--- config.mk ---
export PLATFORM = sky130hd
export DESIGN_NAME = bfp_cordic_stage
export DESIGN_NICKNAME = d
export VERILOG_FILES = /design/src/rtl/core/bfp_pkg.sv /design/src/rtl/core/bfp_cordic_stage.sv
export SDC_FILE = /design/constraint.sdc
export NUM_CORES = 1
export LEC_CHECK = 0
export BUFFER_PORTS_ARGS = -buffer_cell sky130_fd_sc_hd__buf_4
export CAP_MARGIN = 5
export CORE_MARGIN = 3
export CORE_UTILIZATION = 51
export CTS_CLUSTER_DIAMETER = 200
export CTS_CLUSTER_SIZE = 25
export DETAILED_ROUTE_END_ITERATION = 10
export PLACE_DENSITY = 0.79
export SETUP_SLACK_MARGIN = 0.5
export SYNTH_ARGS = -nofsm -noshare
export SYNTH_HDL_FRONTEND = slang
export SYNTH_SLANG_ARGS = --single-unit
--- constraint.sdc ---
create_clock -name clk -period 3 [get_ports clk]
set_input_delay 0.6 -clock clk [delete_from_list [all_inputs] [get_ports clk]]
set_output_delay 0.6 -clock clk [all_outputs]
set_load 0.02 [all_outputs]
--- src/rtl/core/bfp_pkg.sv ---
// Shared types and constants for the two-point bearing unit.
`default_nettype none

package bfp_pkg;

  // Coordinate differences are 33-bit signed; the magnitude of either fits 33 bits unsigned.
  localparam int DIFF_W = 33;
  // CORDIC x and y grow by about 1.65 times sqrt(2) over the input magnitude.
  localparam int XY_W = 36;
  // Angle accumulator in units of 2^-32 turn, signed with headroom.
  localparam int Z_W = 34;
  // Angle before rounding: a full turn is 2^32, so one extra bit is kept.
  localparam int ANG_W = 33;
  localparam int TABLE_LEN = 24;
  localparam int DZ_W = 16;

  localparam logic [DZ_W-1:0] DEAD_ZONE_RESET = 16'd655;

  localparam logic [ANG_W-1:0] QUARTER_TURN       = 33'h0_4000_0000;
  localparam logic [ANG_W-1:0] HALF_TURN          = 33'h0_8000_0000;
  localparam logic [ANG_W-1:0] THREE_QUARTER_TURN = 33'h0_C000_0000;
  localparam logic [ANG_W-1:0] FULL_TURN          = 33'h1_0000_0000;

  // atan(2^-i) in units of 2^-32 turn, rounded to nearest.
  localparam logic [31:0] ATAN_TAB [TABLE_LEN] = '{
    32'h20000000, 32'h12E4051E, 32'h09FB385B, 32'h051111D4, 32'h028B0D43, 32'h0145D7E1,
    32'h00A2F61E, 32'h00517C55, 32'h0028BE53, 32'h00145F2F, 32'h000A2F98, 32'h000517CC,
    32'h00028BE6, 32'h000145F3, 32'h0000A2FA, 32'h0000517D, 32'h000028BE, 32'h0000145F,
    32'h00000A30, 32'h00000518, 32'h0000028C, 32'h00000146, 32'h000000A3, 32'h00000051
  };

  typedef struct packed {
    logic signed [XY_W-1:0] x;
    logic signed [XY_W-1:0] y;
    logic signed [Z_W-1:0]  z;
  } bfp_cordic_t;

  // Quadrant and snap information that rides alongside the rotation.
  typedef struct packed {
    logic dead;
    logic dx_neg;
    logic dy_neg;
  } bfp_side_t;

endpackage

`default_nettype wire

--- src/rtl/core/bfp_cordic_stage.sv ---
// One registered CORDIC vectoring iteration with its sideband flags.
`default_nettype none

module bfp_cordic_stage #(
  parameter int SHIFT = 0
) (
  input  wire                  clk,
  input  wire                  rst_n,
  input  wire                  en,
  input  wire                  in_valid,
  input  bfp_pkg::bfp_cordic_t in_data,
  input  bfp_pkg::bfp_side_t   in_side,
  output logic                 out_valid,
  output bfp_pkg::bfp_cordic_t out_data,
  output bfp_pkg::bfp_side_t   out_side
);
  import bfp_pkg::*;

  logic signed [XY_W-1:0] x_in;
  logic signed [XY_W-1:0] y_in;
  logic signed [XY_W-1:0] x_sh;
  logic signed [XY_W-1:0] y_sh;
  logic signed [Z_W-1:0]  step_ang;
  logic                   rot_neg;
  bfp_cordic_t            data_nxt;
  logic                   valid_r;
  bfp_cordic_t            data_r;
  bfp_side_t              side_r;

  always_comb begin
    x_in     = in_data.x;
    y_in     = in_data.y;
    // Arithmetic shifts round toward minus infinity.
    x_sh     = x_in >>> SHIFT;
    y_sh     = y_in >>> SHIFT;
    step_ang = $signed({{(Z_W-32){1'b0}}, ATAN_TAB[SHIFT]});
    rot_neg  = (y_in > 0);
    if (rot_neg) begin
      data_nxt.x = x_in + y_sh;
      data_nxt.y = y_in - x_sh;
      data_nxt.z = in_data.z + step_ang;
    end else begin
      data_nxt.x = x_in - y_sh;
      data_nxt.y = y_in + x_sh;
      data_nxt.z = in_data.z - step_ang;
    end
  end

  always_ff @(posedge clk) begin
    if (!rst_n) begin
      valid_r <= 1'b0;
    end else if (en) begin
      valid_r <= in_valid;
    end
  end

  always_ff @(posedge clk) begin
    if (en) begin
      data_r <= data_nxt;
      side_r <= in_side;
    end
  end

  assign out_valid = valid_r;
  assign out_data  = data_r;
  assign out_side  = side_r;

endmodule

`default_nettype wire

Word-level counts from Yosys, hierarchy flattened
Index checks and enable logic that the tools add are counted.
{"block": "word_totals", "wordCells": 14, "output_inout_bits": 110, "regBits": 110, "input_bits": 113}
{"block": "op_classes", "n_addsub": 5, "order_cmp": 1, "n_mux": 1}
{"operator": "$mux W106", "count": 1}
{"operator": "$sub A36 B36 Y36", "count": 2}
{"operator": "$add A36 B36 Y36", "count": 1}
{"operator": "$gt A36 B1 Y1 const B", "count": 1}
{"operator": "$add A34 B31 Y34 const B", "count": 1}
{"operator": "$sub A34 B31 Y34 const B", "count": 1}

Logic depth before layout (Yosys ltp)
{"block": "logic_depth", "word_depth": 2, "ltp_mapped": 12, "depth_no_buf": 12}

Worst setup path after synthesis
Ideal clock, no wire load.
{"block": "synth_path", "path_kind": "in2reg", "from": "input in_data[38] (netlist name)", "to": "register data_r (netlist bit out_data[33]) (data pin)", "stages": 12, "t_required_ps": 2732, "setup_ps": 268, "setup_slack_ps": -224, "arrival_time_ps": 2956, "n_path_buf": 2, "path_cell_list": "nor4_1 -> nand4_1 -> nor3_1 -> nor2_2 -> clkinv_1 -> clkbuf_1 -> buf_1 -> ha_1 -> a21o_1 -> a21oi_1 -> xnor2_1 -> xnor2_1"}
{"item": "from (decl)", "line": "bfp_cordic_stage.sv:11", "rtl": "input bfp_pkg::bfp_cordic_t in_data,"}
{"item": "to (signal assigned)", "line": "bfp_cordic_stage.sv:59", "rtl": "data_r <= data_nxt;"}
{"item": "to (decl)", "line": "bfp_cordic_stage.sv:27", "rtl": "bfp_cordic_t data_r;"}

==> impl_metrics.py <==
metrics = {
    "clock_network": {
        "root_buffer": "clkbuf_16",
        "path_clk_slew_ns": 0.08,
        "clock_path_buffers": 2,
        "clock_sinks": 109,
        "insertion_delay_ns": 0.37,
        "cts_buffers": 9,
        "h-tree-depth": 3,
        "cts_tree": "yes",
    },
    "status": {
        "status": "complete, but fails checks",
        "violations": "negative setup slack",
    },
    "floorplan": {
        "die_x_um": 145,
        "initial_core_util": 0.525,
        "placementRows": 50,
        "coreArea_um2": 18900,
        "dieArea_um2": 21100,
        "ios": 223,
        "die_height_um": 145,
    },
    "detailed_routing": {
        "routed_wl_mm": 41.6,
        "drc": 0,
        "dr.first_iter.drc_count": 1220,
        "vias": 11700,
        "wl_per_cell_um": 21.5,
        "drtPass1Iterations": 8,
        "antenna_left": 0,
        "viasPerCell": 6.04,
    },
    "synth": {
        "synth_top_family_by_area": "compound AO/OA/AOI/OAI gates",
        "synth.mux.area_fraction": 0.0182,
        "synthSimpleGateAreaFrac": 0.136,
        "synthFlopType": "edfxtp_1",
        "yosys.area_share.adder": 0.149,
        "ys_ff_latch": 109,
        "async_reset_ff_frac": 0,
        "yosys.area.top_type": "edfxtp_1",
        "synthDistinctLibCells": 65,
        "synth_area_um2": 9910,
        "synth_cells": 1137,
        "synth_edf_count": 108,
        "synth_xor_area_frac": 0.0645,
        "synth.avg_cell_area_um2": 8.72,
        "synth_nets": 1366,
        "yosysSeqAreaShare": 0.329,
        "yosysTopAreaCellShare": 0.327,
        "synth_area_leaders": "edfxtp_1 33%, ha_1 14%, a21oi_1 7.3%, xnor2_1 6.2%, o21ai_0 4.7%",
        "ys_warn_count": 0,
        "synth_compound_area_frac": 0.241,
    },
    "sta": {
        "period_minus_slack_ns": 3.13,
        "slew_viol_final": 0,
        "timing.final.crit_share": 1.04,
        "fin_ws_ns": -0.125,
        "skew_ns": 0,
        "rsz0062_at_grt": "true",
        "relSlewSlack": 0.551,
        "finalHoldViolations": 0,
        "worstMarginPinSlew_ns": 0.657,
        "fmax_mhz": 320,
        "setup_violations": 16,
        "hold_ws_ns": 0.398,
    },
    "place": {
        "dpl_cell_area_um2": 14200,
        "io_buffers": 222,
        "place_ws_ns": -0.502,
        "dp_hpwl_mm": 30.4,
        "place_congestion": 1.03,
    },
    "power_and_ir_drop": {
        "power_density_nw_per_um2": 410,
        "power.leakage_nw": 7.19,
        "max-vdd-ir-drop_mv": 0.314,
        "power_mw": 6.58,
    },
    "run": {
        "max_cap_violations": 0,
    },
    "global_routing": {
        "antenna_found_initial": 0,
        "grt.overflow.total": 0,
        "grt_max_degree": 60,
        "track_usage": 0.360,
        "grt_pass1_wl_mm": 61.3,
        "grt_pass1_vias": 11200,
    },
    "worst_hold_path": {
        "worstHoldPathType": "in2reg",
    },
    "critical_path": {
        "end_kind": "flip-flop",
        "crit_required_ns": 3.12,
        "worstPathArrival_ns": 3.25,
        "startpoint_type": "input port",
        "crit_fanout": 3,
        "crit_type": "in2reg",
    },
    "finish": {
        "antenna_cells": 0,
        "nets": 1896,
        "drive_above_1_share": 0.466,
        "final_core_util": 0.849,
        "area_growth_pct": 61.9,
        "fin_area_um2": 16000,
    },
}
-- repair_timing --
action	CTS	global route
resized for setup	133	120
setup endpoints to repair	72	70
pin swaps	67	88
setup buffers	24	18
hold buffers	0	0
-- sequential cells by signal (all words and copies together) (netlist names) --
| signal | count |
|---|---|
| out_valid | 1 |
| out_data | 105 |
| out_side | 3 |
-- synthesized netlist by cell type (all sizes together), types with 3 or more instances --
cell type	count
a2111o	3
xnor2	70
o21bai	26
a211oi	11
edfxtp	108
o211ai	9
a311oi	4
nand2	60
a21o	20
mux2i	18
nor2	80
o41ai	3
or4	5
o21a	17
nand4	13
nand2b	11
a21oi	145
nor3	26
nand3	18
nor3b	3
a2111oi	5
a221oi	4
buf	20
ha	112
a31oi	7
nor4	16
xor2	3
nor2b	18
and3	3
or3	10
clkbuf	28
a21boi	3
o211a	3
inv	106
fa	4
or2	6
o31ai	10
o21ba	4
o21ai	97
-- power breakdown --
group / total, mW / internal, mW / switching, mW
combinational: 3.29 / 1.52 / 1.77
clock: 1.25 / 0.586 / 0.664
sequential: 2.04 / 1.96 / 0.0769
-- cell type report --
cell class                      instances  area, um2
Clock buffer                            9        225
Clock inverter                          7       71.3
Fill cell                            1121       2850
Inverter                              108        423
Multi-Input combinational cell        872       7280
Sequential cell                       109       3260
Tap cell                              260        325
Timing Repair Buffer                  567       4460
-- cells by family (layout without fill, tap and decap cells) --
family / Yosys count / after routing
AO/OA/AOI/OAI: 389 / 389
adder cells (fa/ha/maj): 116 / 116
flip-flops: 109 / 109
XOR/XNOR: 73 / 73
AND/OR/NAND/NOR: 276 / 276
buffers and inverters: 156 / 691
multiplexers: 18 / 18
-- per-stage QoR --
stage	setup TNS (ns)	instances
2_1_floorplan	-0.0509	1137
3_3_place_gp	-12.45	1874
3_5_place_dp	-15.93	1874
4_1_cts	-0.247	1914
5_1_grt	-2.38	1932
6_report	-0.951	1932
-- layout by cell type (no fill, tap or decap), types with 11 or more instances in the layout --
| cell type | count |
|---|---|
| ha_1 | 97 |
| nand3_1 | 15 |
| ha_4 | 12 |
| o21bai_1 | 21 |
| o21ai_2 | 19 |
| mux2i_1 | 11 |
| nor2_1 | 74 |
| nor2b_1 | 14 |
| nand2_1 | 56 |
| buf_6 | 39 |
| a21oi_2 | 24 |
| o21ai_1 | 11 |
| a21oi_1 | 117 |
| o21ai_0 | 54 |
| o21a_1 | 16 |
| o21ai_4 | 13 |
| nand4_1 | 13 |
| nor3_1 | 16 |
| xnor2_1 | 58 |
| a21o_1 | 20 |
| inv_1 | 99 |
| edfxtp_1 | 108 |
| buf_4 | 521 |
| xnor2_2 | 12 |
-- critical path: stages --
cell     delay, ns
buf_8         0.08
buf_6         0.10
ha_4          0.13
inv_2         0.03
fa_2          0.36
o21ba_4       0.21
or4_4         0.46
a21oi_4       0.20
buf_6         0.14
nor4b_4       0.05
o31ai_2       0.26
a21o_1        0.23
a21o_1        0.17
mux2i_1       0.10
xnor2_1       0.14
-- layer usage --
metal | vias up | track usage | part of all wire
met3 | 193 | 0.0604 | 0.095
met4 | 0 | 0.142 | 0.049
met1 | 5485 | 0.467 | 0.38
li1 | 5168 | - | -
met5 | - | 0 | 0
met2 | 824 | 0.602 | 0.47
-- path summary, 6_finish.rpt --
| kind | from | endpoint | slack, ns | cells past startpoint |
|---|---|---|---|---|
| worst max-delay path | in_data[34] | out_data[100] | -0.13 | 15 |
| worst min-delay path | in_data[18] | out_data[18] | 0.40 | 1 |
| worst max register to register | out_valid | out_valid | 2.39 | 2 |
| worst min register to register | out_valid | out_valid | 0.55 | 2 |
Power figures use the tool's default switching activity.
